$ cat src/rtl/brm_pkg.sv
// Shared types and constants for the radix-2 Booth multiplier.
// No dependencies; every other file of the block refers to this package.
package brm_pkg;

    // Default operand width in bits.
    localparam int unsigned DEF_WIDTH = 8;

    // Control word broadcast from the sequencer to every bit cell.
    typedef struct packed {
        logic load;    // take new operands, clear the accumulator
        logic step;    // perform one Booth step and shift right
        logic add_en;  // recoded pair is 01 or 10, so the multiplicand takes part
        logic sub;     // recoded pair is 10, so the multiplicand is subtracted
    } cell_ctrl_t;

endpackage

$ cat src/rtl/brm_if.sv
// Valid/ready channel interfaces for the Booth multiplier's operands and result.
// Depends on brm_pkg for the default width.
interface brm_in_if #(
    parameter int unsigned W = brm_pkg::DEF_WIDTH
);
    logic                valid;
    logic                ready;
    logic signed [W-1:0] multiplicand;
    logic signed [W-1:0] multiplier;

    modport source (output valid, output multiplicand, output multiplier, input ready);
    modport sink   (input valid, input multiplicand, input multiplier, output ready);
endinterface

interface brm_out_if #(
    parameter int unsigned W = brm_pkg::DEF_WIDTH
);
    logic                  valid;
    logic                  ready;
    logic signed [2*W-1:0] product;

    modport source (output valid, output product, input ready);
    modport sink   (input valid, input product, output ready);
endinterface

$ cat src/rtl/brm_cell.sv
// One bit slice of the Booth multiplier: accumulator, multiplier and multiplicand bits
// with a full adder. Depends on brm_pkg for the control word type.
module brm_cell (
    input  logic               clk,
    input  logic               rst_n,
    input  brm_pkg::cell_ctrl_t ctrl,
    input  logic               load_mcand,
    input  logic               load_mult,
    input  logic               carry_in,
    input  logic               acc_shift_in,
    input  logic               mult_shift_in,
    output logic               carry_out,
    output logic               sum,
    output logic               mult_bit
);

    logic acc_reg;
    logic mult_reg;
    logic mcand_reg;
    logic addend;

    // Subtraction is addition of the inverted multiplicand with a carry into bit 0.
    assign addend    = ctrl.add_en & (mcand_reg ^ ctrl.sub);
    assign sum       = acc_reg ^ addend ^ carry_in;
    assign carry_out = (acc_reg & addend) | (carry_in & (acc_reg ^ addend));
    assign mult_bit  = mult_reg;

    always_ff @(posedge clk or negedge rst_n)
    begin
        if (!rst_n)
        begin
            acc_reg   <= 1'b0;
            mult_reg  <= 1'b0;
            mcand_reg <= 1'b0;
        end
        else if (ctrl.load)
        begin
            acc_reg   <= 1'b0;
            mult_reg  <= load_mult;
            mcand_reg <= load_mcand;
        end
        else if (ctrl.step)
        begin
            acc_reg  <= acc_shift_in;
            mult_reg <= mult_shift_in;
        end
    end

endmodule

$ cat src/rtl/booth_radix2_multiplier_top.sv
// Radix-2 Booth multiplier, a row of WIDTH bit cells driven by a step sequencer.
// New operands are taken only after the single row of cells has loaded the last pair
// and performed its WIDTH Booth steps one after another; the final step also waits
// until the output register can take the new product.
// Reset: rst_n is asynchronous and active low; it clears the cells, the sequencer
// and the output register, so no result is pending after reset.
module booth_radix2_multiplier_top #(
    parameter int unsigned WIDTH = brm_pkg::DEF_WIDTH
) (
    input  logic      clk,
    input  logic      rst_n,
    brm_in_if.sink    operands,
    brm_out_if.source result
);

    // Narrowest counter that can index the WIDTH steps of one multiplication.
    localparam int unsigned CNT_W = (WIDTH > 2) ? $clog2(WIDTH) : 1;
    localparam logic [CNT_W-1:0] LAST_STEP = CNT_W'(WIDTH - 1);

    logic                      busy_reg;
    logic                      busy_next;
    logic [CNT_W-1:0]          step_count_reg;
    logic [CNT_W-1:0]          step_count_next;
    logic                      prev_bit_reg;
    logic                      prev_bit_next;
    logic                      out_valid_reg;
    logic                      out_valid_next;
    logic signed [2*WIDTH-1:0] product_reg;
    logic signed [2*WIDTH-1:0] product_next;

    logic                      accept;
    logic                      out_free;
    logic                      last_step;
    logic                      finish;
    brm_pkg::cell_ctrl_t       ctrl;

    logic [WIDTH:0]            carry;
    logic [WIDTH-1:0]          sum_vec;
    logic [WIDTH-1:0]          mult_vec;
    logic [WIDTH-1:0]          acc_shift;
    logic [WIDTH-1:0]          mult_shift;

    // The block takes a new transaction only when the row of cells is free. A result
    // still waiting in the output register does not hold up the next multiplication;
    // only the final step waits until the output register can take the new product.
    assign operands.ready = !busy_reg;
    assign accept         = operands.valid && !busy_reg;
    assign out_free       = !out_valid_reg || result.ready;
    assign last_step      = (step_count_reg == LAST_STEP);
    assign finish         = busy_reg && last_step && out_free;

    // Booth recoding of the multiplier's low bit and the bit shifted out before it:
    // 10 subtracts the multiplicand, 01 adds it, 00 and 11 leave the accumulator alone.
    always_comb
    begin
        ctrl.load   = accept;
        ctrl.step   = busy_reg && (!last_step || out_free);
        ctrl.add_en = mult_vec[0] ^ prev_bit_reg;
        ctrl.sub    = mult_vec[0] & !prev_bit_reg;
    end

    assign carry[0] = ctrl.sub;

    // Each cell receives, for the right shift, the new accumulator bit from its left
    // neighbour. The top cell repeats its own sum bit (arithmetic shift), and the
    // multiplier's top bit takes the sum bit leaving the accumulator's bottom.
    always_comb
    begin
        acc_shift  = {sum_vec[WIDTH-1], sum_vec[WIDTH-1:1]};
        mult_shift = {sum_vec[0], mult_vec[WIDTH-1:1]};
    end

    for (genvar i = 0; i < WIDTH; i++)
    begin : g_cell
        brm_cell u_cell (
            .clk           (clk),
            .rst_n         (rst_n),
            .ctrl          (ctrl),
            .load_mcand    (operands.multiplicand[i]),
            .load_mult     (operands.multiplier[i]),
            .carry_in      (carry[i]),
            .acc_shift_in  (acc_shift[i]),
            .mult_shift_in (mult_shift[i]),
            .carry_out     (carry[i+1]),
            .sum           (sum_vec[i]),
            .mult_bit      (mult_vec[i])
        );
    end

    // Sequencer and output register.
    always_comb
    begin
        busy_next       = busy_reg;
        step_count_next = step_count_reg;
        prev_bit_next   = prev_bit_reg;
        out_valid_next  = out_valid_reg;
        product_next    = product_reg;

        if (out_valid_reg && result.ready)
        begin
            out_valid_next = 1'b0;
        end

        if (accept)
        begin
            busy_next       = 1'b1;
            step_count_next = '0;
            prev_bit_next   = 1'b0;
        end
        else if (ctrl.step)
        begin
            prev_bit_next   = mult_vec[0];
            step_count_next = step_count_reg + 1'b1;
        end

        // The final step's shifted pair is captured straight into the output register.
        if (finish)
        begin
            busy_next       = 1'b0;
            step_count_next = '0;
            out_valid_next  = 1'b1;
            product_next    = {acc_shift, mult_shift};
        end
    end

    always_ff @(posedge clk or negedge rst_n)
    begin
        if (!rst_n)
        begin
            busy_reg       <= 1'b0;
            step_count_reg <= '0;
            prev_bit_reg   <= 1'b0;
            out_valid_reg  <= 1'b0;
            product_reg    <= '0;
        end
        else
        begin
            busy_reg       <= busy_next;
            step_count_reg <= step_count_next;
            prev_bit_reg   <= prev_bit_next;
            out_valid_reg  <= out_valid_next;
            product_reg    <= product_next;
        end
    end

    assign result.valid   = out_valid_reg;
    assign result.product = product_reg;

endmodule

$ cat src/flat_wrapper.sv
// flat-port wrapper written by rule: the top's interface ports become plain ports
module booth_radix2_multiplier_top_flat 
#(
    parameter int unsigned WIDTH = brm_pkg::DEF_WIDTH
)
  (clk, rst_n, operands_valid, operands_multiplicand, operands_multiplier, operands_ready, result_valid, result_product, result_ready);
  brm_in_if operands_i ();
  brm_out_if result_i ();
  input  logic clk;
  input  logic rst_n;
  input wire logic [$bits(operands_i.valid)-1:0] operands_valid;
  input wire logic [$bits(operands_i.multiplicand)-1:0] operands_multiplicand;
  input wire logic [$bits(operands_i.multiplier)-1:0] operands_multiplier;
  output wire logic [$bits(operands_i.ready)-1:0] operands_ready;
  output wire logic [$bits(result_i.valid)-1:0] result_valid;
  output wire logic [$bits(result_i.product)-1:0] result_product;
  input wire logic [$bits(result_i.ready)-1:0] result_ready;
  assign operands_i.valid = operands_valid;
  assign operands_i.multiplicand = operands_multiplicand;
  assign operands_i.multiplier = operands_multiplier;
  assign operands_ready = operands_i.ready;
  assign result_valid = result_i.valid;
  assign result_product = result_i.product;
  assign result_i.ready = result_ready;
  booth_radix2_multiplier_top #(.WIDTH(WIDTH)) u_core (.clk(clk), .rst_n(rst_n), .operands(operands_i), .result(result_i));
endmodule
$ cat config.mk
export PLATFORM = sky130hd
export DESIGN_NAME = booth_radix2_multiplier_top_flat
export DESIGN_NICKNAME = d
export VERILOG_FILES = /design/src/rtl/brm_pkg.sv /design/src/rtl/brm_if.sv /design/src/rtl/brm_cell.sv /design/src/rtl/booth_radix2_multiplier_top.sv /design/src/flat_wrapper.sv
export SDC_FILE = /design/constraint.sdc
export NUM_CORES = 1
export LEC_CHECK = 0
export ABC_AREA = 1
export BUFFER_PORTS_ARGS = -buffer_cell sky130_fd_sc_hd__buf_4
export CAP_MARGIN = 20
export CORE_MARGIN = 1.5
export CORE_UTILIZATION = 59
export DETAILED_ROUTE_END_ITERATION = 16
export GPL_ROUTABILITY_DRIVEN = 0
export HOLD_SLACK_MARGIN = 0.1
export PLACE_DENSITY_LB_ADDON = 0.08
export SKIP_CTS_REPAIR_TIMING = 1
export SYNTH_ARGS = -nofsm -noshare
export SYNTH_HDL_FRONTEND = slang
export SYNTH_SLANG_ARGS = --single-unit
$ cat constraint.sdc
create_clock -name clk -period 7.1 [get_ports clk]
set_clock_uncertainty 0.2 [all_clocks]
set_input_delay 1.42 -clock clk [delete_from_list [all_inputs] [get_ports clk]]
set_output_delay 1.42 -clock clk [all_outputs]
set_load 0.01 [all_outputs]
---- Word level (Yosys, flattened, before mapping) ----
Index checks and enable logic that the tools add are counted.
cells by class
  divide/modulo/power cells ............... 0
  bitwise gates (word level) .............. 55
  magnitude comparators ................... 0
  multiply operators ...................... 0
  shifts and indexed selects .............. 0
  multiplexer cells ....................... 39
  reductions and logical operators ........ 15
  equality and inequality tests ........... 1
  $add $sub $neg .......................... 1
operators by type and width
  cell                                                           count
  1-bit two-way mux                                              36
  1-bit bitwise XOR                                              25
  1-bit bitwise AND                                              23
  3-bit two-way mux                                              3
  1-bit bitwise OR                                               7
  2-bit nonzero test                                             3
  1-bit logical AND                                              5
  1-bit zero test                                                4
  3-bit by 1-bit adder with 3-bit output, second input constant  1
  3-bit == test, second input constant                           1
  3-bit nonzero test                                             1
  1-bit logical OR                                               2
word-level totals
  logic and storage cells ................. 139
  bits in latches ......................... 0
  flip-flop bits (word level) ............. 44
  output and inout bits ................... 18
  RAM bits ................................ 0
  memories kept ........................... 0
  input port bits ......................... 20
  memory bits (read-only) ................. 0

---- Logic depth before layout (Yosys ltp) ----
  word-level depth ........................ 22
  mapped depth ............................ 20
  depth with buffers taken out ............ 19

---- Cells and area by module ----
Synthesis repeated with hierarchy kept, for this count alone.
unflattened totals
  cells, all modules ...................... 287
  area, all modules ....................... 2,394.8 um2
by module, submodules not included
  module                       sequential area each (um2)  cells an instance  area an instance (um2)  instances
  brm_cell                     75.1                        23                 186.4                   8
  booth_radix2_multiplier_top  525.5                       103                903.4                   1

---- Worst setup path after synthesis ----
OpenSTA, ideal clock, no wires.
  path kind ............................... reg2reg
  start point ............................. register u_core.prev_bit_reg
  end point ............................... register u_core.g_cell[5].u_cell.acc_reg
  buffers on the path ..................... 2
  cell stages (with the launch flop) ...... 15
  period minus slack after synthesis ...... 4,059 ps
  data required time ...................... 6,774 ps
  arrival time ............................ 3,733 ps
  setup slack ............................. 3,041 ps
  cells stage by stage .................... dfrtp_1 inv_1 ha_1 clkbuf_1 clkbuf_1 o21ai_0 fa_1 fa_1 fa_1 fa_1 fa_1 inv_1 fa_1 inv_1 o22ai_1
on the way
  cells in the longest elaborated chain, start to end .. 20
  elaborated cells on any way between the ends .. 45
  classes of those cells .................. mux: 2; bitwise: 42; reduce/logical: 1
RTL lines
  item                                      RTL line                            RTL
  start: declaration                        booth_radix2_multiplier_top.sv:24   logic prev_bit_reg;
  start signal: assignment                  booth_radix2_multiplier_top.sv:140  prev_bit_reg <= prev_bit_next;
  1-bit zero test                           booth_radix2_multiplier_top.sv:59   ctrl.sub = mult_vec[0] & !prev_bit_reg;
  1-bit bitwise AND                         booth_radix2_multiplier_top.sv:59
  1-bit bitwise XOR                         brm_cell.sv:23                      assign addend = ctrl.add_en & (mcand_reg ^ ctrl.sub);
  1-bit bitwise AND                         brm_cell.sv:23
  1-bit bitwise XOR                         brm_cell.sv:25                      assign carry_out = (acc_reg & addend) | (carry_in & (acc_reg ^ addend));
  1-bit bitwise AND                         brm_cell.sv:25
  1-bit bitwise OR                          brm_cell.sv:25
  1-bit bitwise AND                         brm_cell.sv:25
  (+5 left out)                             n/a
  1-bit bitwise AND                         brm_cell.sv:25
  1-bit bitwise OR                          brm_cell.sv:25
  1-bit bitwise AND                         brm_cell.sv:25
  1-bit bitwise OR                          brm_cell.sv:25
  1-bit bitwise XOR (*)                     brm_cell.sv:24                      assign sum = acc_reg ^ addend ^ carry_in;
  net u_core.g_cell[5].u_cell.acc_shift_in  brm_cell.sv:10                      input logic acc_shift_in,
  1-bit two-way mux (*)                     brm_cell.sv:42                      else if (ctrl.step)
  1-bit two-way mux (*)                     brm_cell.sv:36                      else if (ctrl.load)
  end signal: assignment                    brm_cell.sv:44                      acc_reg <= acc_shift_in;
  end: declaration                          brm_cell.sv:17                      logic acc_reg;
The timed path passes the listed nets; every way through them passes the cells marked *. The select of a mux whose other input is x is not followed.
A chain may end at the register's enable or synchronous reset.

---- Final worst setup path ----
  start point ............................. register u_core.prev_bit_reg
  end point ............................... register u_core.g_cell[6].u_cell.acc_reg
on the way
  cells in the longest elaborated chain, start to end .. 22
  elaborated cells on any way between the ends .. 51
  classes of those cells .................. mux: 2; bitwise: 48; reduce/logical: 1
RTL lines
  item                    RTL line
  1-bit zero test         booth_radix2_multiplier_top.sv:59
  1-bit bitwise AND       booth_radix2_multiplier_top.sv:59
  1-bit bitwise XOR       brm_cell.sv:23
  1-bit bitwise AND       brm_cell.sv:23
  1-bit bitwise XOR       brm_cell.sv:25
  1-bit bitwise AND       brm_cell.sv:25
  1-bit bitwise OR        brm_cell.sv:25
  1-bit bitwise AND       brm_cell.sv:25
  (+6 left out)           n/a
  1-bit bitwise OR        brm_cell.sv:25
  1-bit bitwise AND       brm_cell.sv:25
  1-bit bitwise OR        brm_cell.sv:25
  1-bit bitwise AND       brm_cell.sv:25
  1-bit bitwise OR        brm_cell.sv:25
  1-bit bitwise XOR (*)   brm_cell.sv:24
  1-bit two-way mux (*)   brm_cell.sv:42
  1-bit two-way mux (*)   brm_cell.sv:36
  end signal: assignment  brm_cell.sv:44
  end: declaration        brm_cell.sv:17
Every way passes the cells marked *; elsewhere a longest branch is shown, timed or not. The select of a mux whose other input is x is not followed.

==> run metrics <==
DRT Pass-1 Iters=4; Cell Pwr Density=513.2 nW/um2; nets=302; Post-Syn Instances=238; Final Max Slew Viols=0; vias in the first global route=1517; Rows=21; Fillers=270; area of the die=3939 um2; top cell type's share of synthesized area=52.26%; post-synthesis net count=268; GRT overflow=0; Layout area overhead=16.51%; Synth Area per Inst=8.853 um2; drt wl/cell=11.88 um; flop2flop setup slack=2.77 ns; max_cap viols=0; Setup CP Type=register to register; pre-CTS WS=2.796 ns; Yosys top cell by area=dfrtp_1; ratio of cells with drive above 1 in the final layout=18.68%; Final Hold Viols=0; GR peak layer=met2; sequential power share=36.0%; status=finished clean; warnings from Yosys=0; Max transition margin=58.48%; largest cells by area after synthesis=dfrtp_1 52%, nand2_1 15%, fa_1 6.7%; diode count=0; Critical path destination=u_core.g_cell[6].u_cell.acc_reg$_DFFE_PN0P_; initial antenna violation count=0; LEAKAGE=1.300 nW; CP Launch Type=register; clock root buffer=clkbuf_4; pin count of the biggest net entering global routing=45; hold crit path type=register to register; post-route ant nets=0; met3 usage=5.946%; CTS buffer count=5; Gate power share=51.9%; initial DRC count=85; Sw Share=41.20%; drt total wl=3.789 mm; CTS Buffer Depth=2; core area=3390 um2; setup violators final=0; Reg clk slew, reported paths=0.12 ns; sequential area share after synthesis=52.26%; Distinct cells, synth=21; Crit path largest cell delay=0.48 ns; CP required=7.15 ns; setup ws final=2.773 ns; die width=62.76 um; Post-Syn Area=2107 um2; post-route setup TNS=0 ns; H-tree depth=2; max reg flops=15; Max Clock Freq=231.1 MHz; input/output buffers=37; first-pass GRT wire length=6.810 mm; clock network fraction of total power=12.2%; FF-to-FF path depth=18; Tmin final=4.327 ns; Crit Reg-Reg Startpoint=u_core.prev_bit_reg$_DFFE_PN0P_; Global Route met1 Usage=30.34%; Period Utilization, post-route=60.94%; P_int=0.0007407 W; CP max-delay cell=ha_1; most used cell, CP=fa_1; RSZ-0062 raised after global routing=false; Worst Setup SP=u_core.prev_bit_reg$_DFFE_PN0P_; Slew @ Worst Pin=0.6213 ns; DR vias/cell=5.100; CTS tree=done; Initial Utilization=62.16%; die height=62.76 um; Crit. End Element=register; Switching Power=0.0005190 W; clk_lat worst skew=0.35 ns; Yosys reg bits=44; DR vias=1627; GR Layer Usage met2=35.48%; Worst Path Max Fanout=16; dpl hpwl=2.750 mm; Total GRT Usage=22.27%; num ports=38; crit path cell chain=inv_1 -> ha_1 -> xnor2_1 -> nor2_1 -> fa_1 -> inv_1 -> fa_1 -> fa_1 -> fa_1 -> fa_1 -> fa_1 -> inv_1 -> fa_1 -> nor2_1 -> nor2_1 -> nand2_1 -> nand3_1 -> nand2_1; FF-to-FF End=u_core.g_cell[6].u_cell.acc_reg$_DFFE_PN0P_; Worst VDD drop=255.1 uV; # DRC=0; TritonCTS Sinks=44; Data arrival, critical path=4.37 ns
-- cells by family (layout without fill, tap and decap cells) --
kind of cell,after synthesis,in the layout,share of synthesized area (%)
buffers and inverters,41,76,8.729
adder cells (fa/ha/maj),10,10,8.432
XOR/XNOR,3,3,1.247
AO/OA/AOI/OAI,41,41,10.99
AND/OR/NAND/NOR,99,99,18.35
flip-flops,44,44,52.26
-- final cells by class --
cell class,count,area (um2),area share [%]
clock inverters,3,42.54,1.733
inverters,31,116.4,4.740
well taps,46,57.56,2.345
flip-flops and latches,44,1101,44.85
repair buffers,37,277.8,11.31
multi-input cells,153,822.0,33.49
clock buffers,5,37.54,1.529
-- metal layers --
metal,wire (um),vias to the layer above,part of all wire (%)
li1,-,807,-
met5,0,-,0
met1,1733,772,46
met2,1816,42,48
met3,189,6,5.0
met4,49,0,1.3
-- worst min path at each step --
stage                                                 startpoint                                      endpoint  slack, ns  cells past startpoint
floorplan                   u_core.step_count_reg[1]$_DFFE_PN0P_          u_core.step_count_reg[1]$_DFFE_PN0P_       0.25                      2
global placement            u_core.result.product[0]$_DFFE_PN0P_          u_core.result.product[0]$_DFFE_PN0P_       0.26                      2
detailed placement          u_core.result.product[0]$_DFFE_PN0P_          u_core.result.product[0]$_DFFE_PN0P_       0.26                      2
CTS                         u_core.result.product[0]$_DFFE_PN0P_          u_core.result.product[0]$_DFFE_PN0P_       0.30                      2
global route        u_core.g_cell[2].u_cell.mult_bit$_DFFE_PN0P_  u_core.g_cell[2].u_cell.mult_bit$_DFFE_PN0P_       0.33                      2
finish                      u_core.result.product[0]$_DFFE_PN0P_          u_core.result.product[0]$_DFFE_PN0P_       0.30                      2
-- layout by cell type, fill, tap and decap left out, drive strengths merged --
master	synthesis	final
ha	3	3
nor2	10	10
o21a	7	7
fa	7	7
bufinv	0	1
a21oi	5	5
dfrtp	44	44
nand3	4	4
clkbuf	3	5
o22ai	6	6
inv	31	31
xnor2	3	3
a31oi	1	1
o21ai	22	22
clkinvlp	0	1
nand2	85	85
buf	7	37
clkinv	0	1
-- synth_stat cells (all sizes together) --
library cell   n
a21oi          5
a31oi          1
buf            7
clkbuf         3
dfrtp         44
fa             7
ha             3
inv           31
nand2         85
nand3          4
nor2          10
o21a           7
o21ai         22
o22ai          6
xnor2          3
-- critical path: cells and delay by family, from the launching register on --
| family | cells | cell delay (ns) |
|---|---|---|
| AND/OR/NAND/NOR | 6 | 0.55 |
| adder cells (fa/ha/maj) | 8 | 2.79 |
| XOR/XNOR | 1 | 0.14 |
| buffers and inverters | 3 | 0.18 |
| flip-flops | 1 | 0.38 |
-- power by group through the flow --
stage	clock network, W	logic [W]	registers (W)
2_1_floorplan	0	0.000460	0.000466
3_3_place_gp	0	0.000631	0.000453
3_5_place_dp	0	0.000660	0.000459
4_1_cts	0.000157	0.000663	0.000453
5_1_grt	0.000170	0.000748	0.000470
6_report	0.000153	0.000653	0.000453
-- through the flow --
step	hold slack (ns)	util [%]	instance area (um2)	total power (W)	cells
after floorplan	0.2459	-	2107	0.0009261	238
after global placement	0.2599	70.06	2375	0.001084	311
after detailed placement	0.2645	70.06	2375	0.001119	311
after CTS	0.2951	72.43	2455	0.001273	319
after global routing	0.3294	72.43	2455	0.001387	319
final	0.2956	72.43	2455	0.001260	319
Note: power is estimated with default switching activity, not from simulation.
